===== src/brfds_pkg.sv =====
// ============================================================================
// brfds_pkg
// Shared types and constants for the byte ring FIFO with drop statistics.
// ============================================================================
package brfds_pkg;

    localparam int RING_DEPTH = 1024;
    localparam int MAX_DRAIN  = 64;

    localparam int PTR_W  = $clog2(RING_DEPTH);
    localparam int CNT_W  = $clog2(RING_DEPTH + 1);
    localparam int LEN_W  = 7;
    localparam int FILL_W = 11;
    localparam int STAT_W = 32;
    localparam int CMP_W  = (CNT_W > LEN_W) ? CNT_W : LEN_W;

    localparam logic [1:0] ST_OK      = 2'd0;
    localparam logic [1:0] ST_DROP    = 2'd1;
    localparam logic [1:0] ST_BAD_LEN = 2'd2;

    localparam logic OP_PUSH  = 1'b0;
    localparam logic OP_DRAIN = 1'b1;

    typedef struct packed {
        logic             operation;
        logic [7:0]       push_byte;
        logic [LEN_W-1:0] drain_limit;
    } in_item_t;

    typedef struct packed {
        logic [1:0]        status;
        logic              data_valid;
        logic [7:0]        out_byte;
        logic              last;
        logic [LEN_W-1:0]  drained_len;
        logic [FILL_W-1:0] pending_count;
        logic [STAT_W-1:0] total_appended;
        logic [STAT_W-1:0] dropped_total;
        logic [FILL_W-1:0] peak_fill;
        logic [STAT_W-1:0] drained_total;
    } out_item_t;

    typedef enum logic [1:0] {
        CMD_PUSH,
        CMD_DRAIN,
        CMD_BAD
    } cmd_kind_t;

    typedef struct packed {
        cmd_kind_t        kind;
        logic [7:0]       push_byte;
        logic [LEN_W-1:0] limit;
    } cmd_t;

    typedef enum logic [1:0] {
        BK_IDLE,
        BK_READ,
        BK_OUT
    } back_state_t;

endpackage


===== src/brfds_front.sv =====
// ============================================================================
// brfds_front
// Accept requests, classify them and hold them in a two-entry command queue.
// ============================================================================
module brfds_front
    import brfds_pkg::*;
(
    input  logic     aclk,
    input  logic     aresetn,
    input  logic     s_valid,
    output logic     s_ready,
    input  in_item_t s_data,
    output logic     cmd_valid,
    output cmd_t     cmd,
    input  logic     cmd_pop
);

    cmd_t       slot_reg [2];
    logic       wr_idx_reg, wr_idx_next;
    logic       rd_idx_reg, rd_idx_next;
    logic [1:0] count_reg, count_next;
    cmd_t       cls;
    logic       push;

    // Classify: zero length is an error, saturate long drains.
    always_comb begin
        cls.push_byte = s_data.push_byte;
        cls.limit     = s_data.drain_limit;
        if (s_data.operation == OP_PUSH) begin
            cls.kind = CMD_PUSH;
        end else if (s_data.drain_limit == '0) begin
            cls.kind = CMD_BAD;
        end else begin
            cls.kind = CMD_DRAIN;
            if (s_data.drain_limit > LEN_W'(MAX_DRAIN)) begin
                cls.limit = LEN_W'(MAX_DRAIN);
            end
        end
    end

    assign s_ready   = (count_reg != 2'd2);
    assign push      = s_valid && s_ready;
    assign cmd_valid = (count_reg != 2'd0);
    assign cmd       = slot_reg[rd_idx_reg];

    always_comb begin
        wr_idx_next = push ? ~wr_idx_reg : wr_idx_reg;
        rd_idx_next = cmd_pop ? ~rd_idx_reg : rd_idx_reg;
        count_next  = count_reg + 2'(push) - 2'(cmd_pop);
    end

    always_ff @(posedge aclk) begin
        if (!aresetn) begin
            wr_idx_reg <= 1'b0;
            rd_idx_reg <= 1'b0;
            count_reg  <= 2'd0;
        end else begin
            wr_idx_reg <= wr_idx_next;
            rd_idx_reg <= rd_idx_next;
            count_reg  <= count_next;
        end
    end

    always_ff @(posedge aclk) begin
        if (push) begin
            slot_reg[wr_idx_reg] <= cls;
        end
    end

endmodule


===== config.mk =====
export PLATFORM = sky130hd
export DESIGN_NAME = brfds_front
export DESIGN_NICKNAME = d
export VERILOG_FILES = /design/src/brfds_pkg.sv /design/src/brfds_front.sv
export SDC_FILE = /design/constraint.sdc
export NUM_CORES = 1
export LEC_CHECK = 0
export ABC_AREA = 1
export BUFFER_PORTS_ARGS = -buffer_cell sky130_fd_sc_hd__clkbuf_2
export CAP_MARGIN = 20
export CORE_UTILIZATION = 49
export CTS_BUF_LIST = sky130_fd_sc_hd__clkbuf_4
export DETAILED_ROUTE_END_ITERATION = 8
export PLACE_DENSITY = 0.77
export REMOVE_ABC_BUFFERS = 1
export SYNTH_ARGS = -nofsm -noshare
export SYNTH_HDL_FRONTEND = slang
export SYNTH_SLANG_ARGS = --single-unit

===== constraint.sdc =====
create_clock -name aclk -period 1.8 [get_ports aclk]
set_clock_uncertainty 0.05 [all_clocks]
set_input_delay 0.09 -clock aclk [delete_from_list [all_inputs] [get_ports aclk]]
set_output_delay 0.09 -clock aclk [all_outputs]
set_load 0.05 [all_outputs]

# == After elaboration in Yosys (flattened, before gate mapping) ==
# Memories as Yosys holds them, arrays and structs flattened. A register that Yosys moved wholly into a read port is not among the register bits.
# Cells that the tools add are included.
# classes
reduce_logical,3
add_sub_neg,2
n_eq_ne,1
n_bitwise,2
mux,9
order_cmp,1
# op_table
operator,n
7-bit two-way mux,3
7-bit > comparator (second input constant),1
7-bit zero test,1
1-bit two-way mux,4
2-bit two-way mux,2
2-bit by 1-bit adder with 2-bit output,1
2-bit != test (second input constant),1
1-bit inverter,2
2-bit nonzero test,1
2-bit by 1-bit subtractor with 2-bit output,1
1-bit logical AND,1
# word_totals
mem_bits_rw,34
memories,1
reg_bits,4
inputBits,20
out_inout_bits,19
elab_cells,22
# memory_table
name,depth,word_bits,read_ports,rd_clocked_by_memory_dff,wr,line,text
slot_reg,2,17,1,1,1,brfds_front.sv:18,cmd_t slot_reg [2];

# == Logic depth before layout (Yosys ltp) ==
# logic_depth
ltp_word,4
depth_mapped,10
mapped_depth_nobuf,10

# == Worst setup path before layout ==
# OpenSTA, ideal clock, no wires.
# synth_timing
kind,register to register
start,reg count_reg[0]
end,mem slot_reg[0][0] (netlist bit) (enable)
setup_ns,0.391
path_stages_with_launch,5
required_ns,1.359
period_less_slack_ns,2.130
arrival_time_ns,1.690
slack_ns,-0.330
n_path_buf,0
path_cell_list,dfxtp_1 inv_1 nand2_1 nand2_1 nor2_1
# synth_via
elab_chain_len,4
# synth_lines
element,line,text
"start, declared",brfds_front.sv:21,"logic [1:0] count_reg, count_next;"
"start signal, assigned",brfds_front.sv:60,count_reg <= count_next;
2-bit != test,brfds_front.sv:41,assign s_ready = (count_reg != 2'd2);
named net s_ready,brfds_front.sv:11,"output logic s_ready,"
1-bit logical AND,brfds_front.sv:42,assign push = s_valid && s_ready;
1-bit two-way mux,brfds_front.sv:65,if (push) begin
1-bit two-way mux (implied by the code),brfds_front.sv:66,slot_reg[wr_idx_reg] <= cls;
"end, declared",brfds_front.sv:18,
# The timed path passes the listed nets, and every way through them passes these cells.

==> results.cfg <==
[critical_path]
arrival_ns = 1.54
critPathLaunchType = register
cp_max_fo = 17
slowest_delay_ns = 0.38
crit_type = register to output port
cp.buffers_inverters = 2
end_kind = output port
crit_required_ns = 1.66
critPathTopFamily = buffers and inverters
cp_cell_sequence = buf_4 -> mux2_2 -> clkbuf_2
cpMaxStageDelayCell = mux2_2

[power_and_ir_drop]
power_switching_w = 0.000665
power_frac_seq_pct = 52.2
powerDensity_nw_per_um2 = 1060
p_leak_nw = 0.859
combPwrFrac_pct = 26.5
clkPwrFrac_pct = 21.2
ir_drop_v = 0.000515
internal_power_w = 0.00147
sw_frac_of_total_pct = 31.2

[final_layout]
multi_input_area_sq_um = 427
n_antenna_cell = 0
nNetsFinal = 185
regArea_sq_um = 1120
finalNonFillerCells = 208
final_common_cell = clkbuf_2
largest_register_ffs = 34
layout_common_cells = clkbuf_2, edfxtp_1, nand2_1
area_growth_pct = 25.1
design_area_sq_um = 2010
fillCellCount = 244
drive_gt1_share_pct = 40.2

[detailed_routing]
wire_per_inst_microns = 12.0
vias = 999
wirelength_microns = 2490
drtIter0Drc = 16
dr.pass1.iters = 4
ant_nets = 0
drc_errors = 0
via_per_inst = 4.80

[logic_synthesis]
yosysSeqAreaShare_pct = 69.8
yosysUniqueCellTypes = 17
syn_area_per_cell_sq_um = 15.0
netlist_top_cells_area = edfxtp_1, mux2_4, dfxtp_1
netlist.top_cell.by_area = edfxtp_1
ys_warn_count = 0
synth_area_sq_um = 1610
synthCells = 107
ys_ff_latch = 39
synth_top_area_share_pct = 63.6

[clock_network]
cts-root-buf = clkbuf_4
cts_buffer_depth = 2
cts_tree = yes
cts_buffers = 5
postCtsSetupRepairBufs = 0
cts_num_sinks = 39
post_cts_resize_count = 0
htreeDepth = 2
path_clk_slew_ns = 0.10
hold_buffers = 11
insertion_delay_ns = 0.33

[floorplanning]
io_pins = 39
die_width_microns = 59.2
die_area_sq_um = 3510
fp.coreArea_sq_um = 3080
die_y_microns = 59.2
initial_utilization_pct = 52.2
rows = 20

[sta]
maxSlewViolCount = 0
worstMarginPinSlew_ns = 0.284
timing.fmax_mhz = 596
timing.final.ws_setup_ns = 0.122
maxSlewHeadroom_pct = 81.1
rsz0062_at_grt = false
post-route-period-util_pct = 93.2
setup_viol = 0
fin_crit_ns = 1.68
hold_viol = 0

[placed_design]
io_buffers = 38
dpl.cell_count = 189
globalplace.congestion = 0.738
pre_cts_slack_ns = 0.222
place_area_sq_um = 1840
place_hpwl_microns = 1690

[global_route]
grt.overflow.total = 0
antenna_found_initial = 0
track_usage_pct = 16.3
grt_max_degree = 18
grt_pass1_vias = 1012
grt_pass1_wl_microns = 3980

[job]
maxCapViolations = 0

[hold_path]
hold_path.class = primary input to register

[status]
status = completed
cells by family after synthesis:
group	Yosys count	share of synthesized area (%)
flops	39	69.8
compound gates	4	1.56
fa+ha+maj	2	1.56
xor+xnor	1	0.546
buf+inv	9	3.59
mux	17	14.3
simple gates	35	8.65
cell type report:
type	count	area share (%)
Tap cell	44	2.74
Multi-Input combinational cell	59	21.2
Inverter	6	1.12
Sequential cell	39	55.8
Timing Repair Buffer	52	16.1
Clock buffer	8	2.99
power groups by stage:
| stage | Combinational, W | Sequential, W | Clock (W) |
|---|---|---|---|
| after floorplan | 0.000411 | 0.00114 | 0 |
| after global placement | 0.000535 | 0.00113 | 0 |
| after detailed placement | 0.000551 | 0.00114 | 0 |
| after CTS | 0.000570 | 0.00111 | 0.000472 |
| after global routing | 0.000604 | 0.00112 | 0.000519 |
| final | 0.000565 | 0.00111 | 0.000453 |
cells in the mapped netlist:
cell	number
edfxtp_1	34
xnor2_1	1
mux2_4	10
ha_1	2
nor2_1	12
buf_12	1
nand2_1	17
nor3_1	1
buf_6	1
clkbuf_1	1
nand3_1	5
inv_1	6
a21oi_1	1
a21boi_0	2
mux2_2	7
dfxtp_1	5
o21ai_0	1
final timing paths:
path	from	endpoint	slack, ns	depth (start not counted)
hold / removal	s_valid	wr_idx_reg$_SDFFE_PN0P_	0.04	3
setup / recovery	register	cmd[5]	0.12	3
setup reg to reg	count_reg[0]$_SDFF_PN0_	count_reg[1]$_SDFF_PN0_	0.21	10
hold reg to reg	wr_idx_reg$_SDFFE_PN0P_	wr_idx_reg$_SDFFE_PN0P_	0.45	2
per-layer routing:
layer | vias to the layer above | wire length, microns | track usage (%)
li1 | 494 | - | -
met1 | 462 | 990 | 16.8
met2 | 35 | 1300 | 28.4
met3 | 8 | 123 | 3.93
met4 | 0 | 71 | 12.2
met5 | - | 0 | 0
per-stage QoR:
step	power, W	utilization [%]	hold WS (ns)	TNS, ns
6_report	0.00213	65.2	0.0374	0
3_3_place_gp	0.00166	59.7	0.230	0
3_5_place_dp	0.00169	59.7	0.233	0
2_1_floorplan	0.00155	-	0.133	-11.32
5_1_grt	0.00224	65.2	0.0348	0
4_1_cts	0.00216	65.2	0.0209	0
worst register-to-register path: cells and delay by family (launching register included):
family | cells | cell delay, ns
XOR/XNOR | 1 | 0.19
buffers and inverters | 2 | 0.09
flip-flops | 1 | 0.34
adder cells (fa/ha/maj) | 2 | 0.47
AND/OR/NAND/NOR | 5 | 0.36
(Power assumes the default switching activity.)
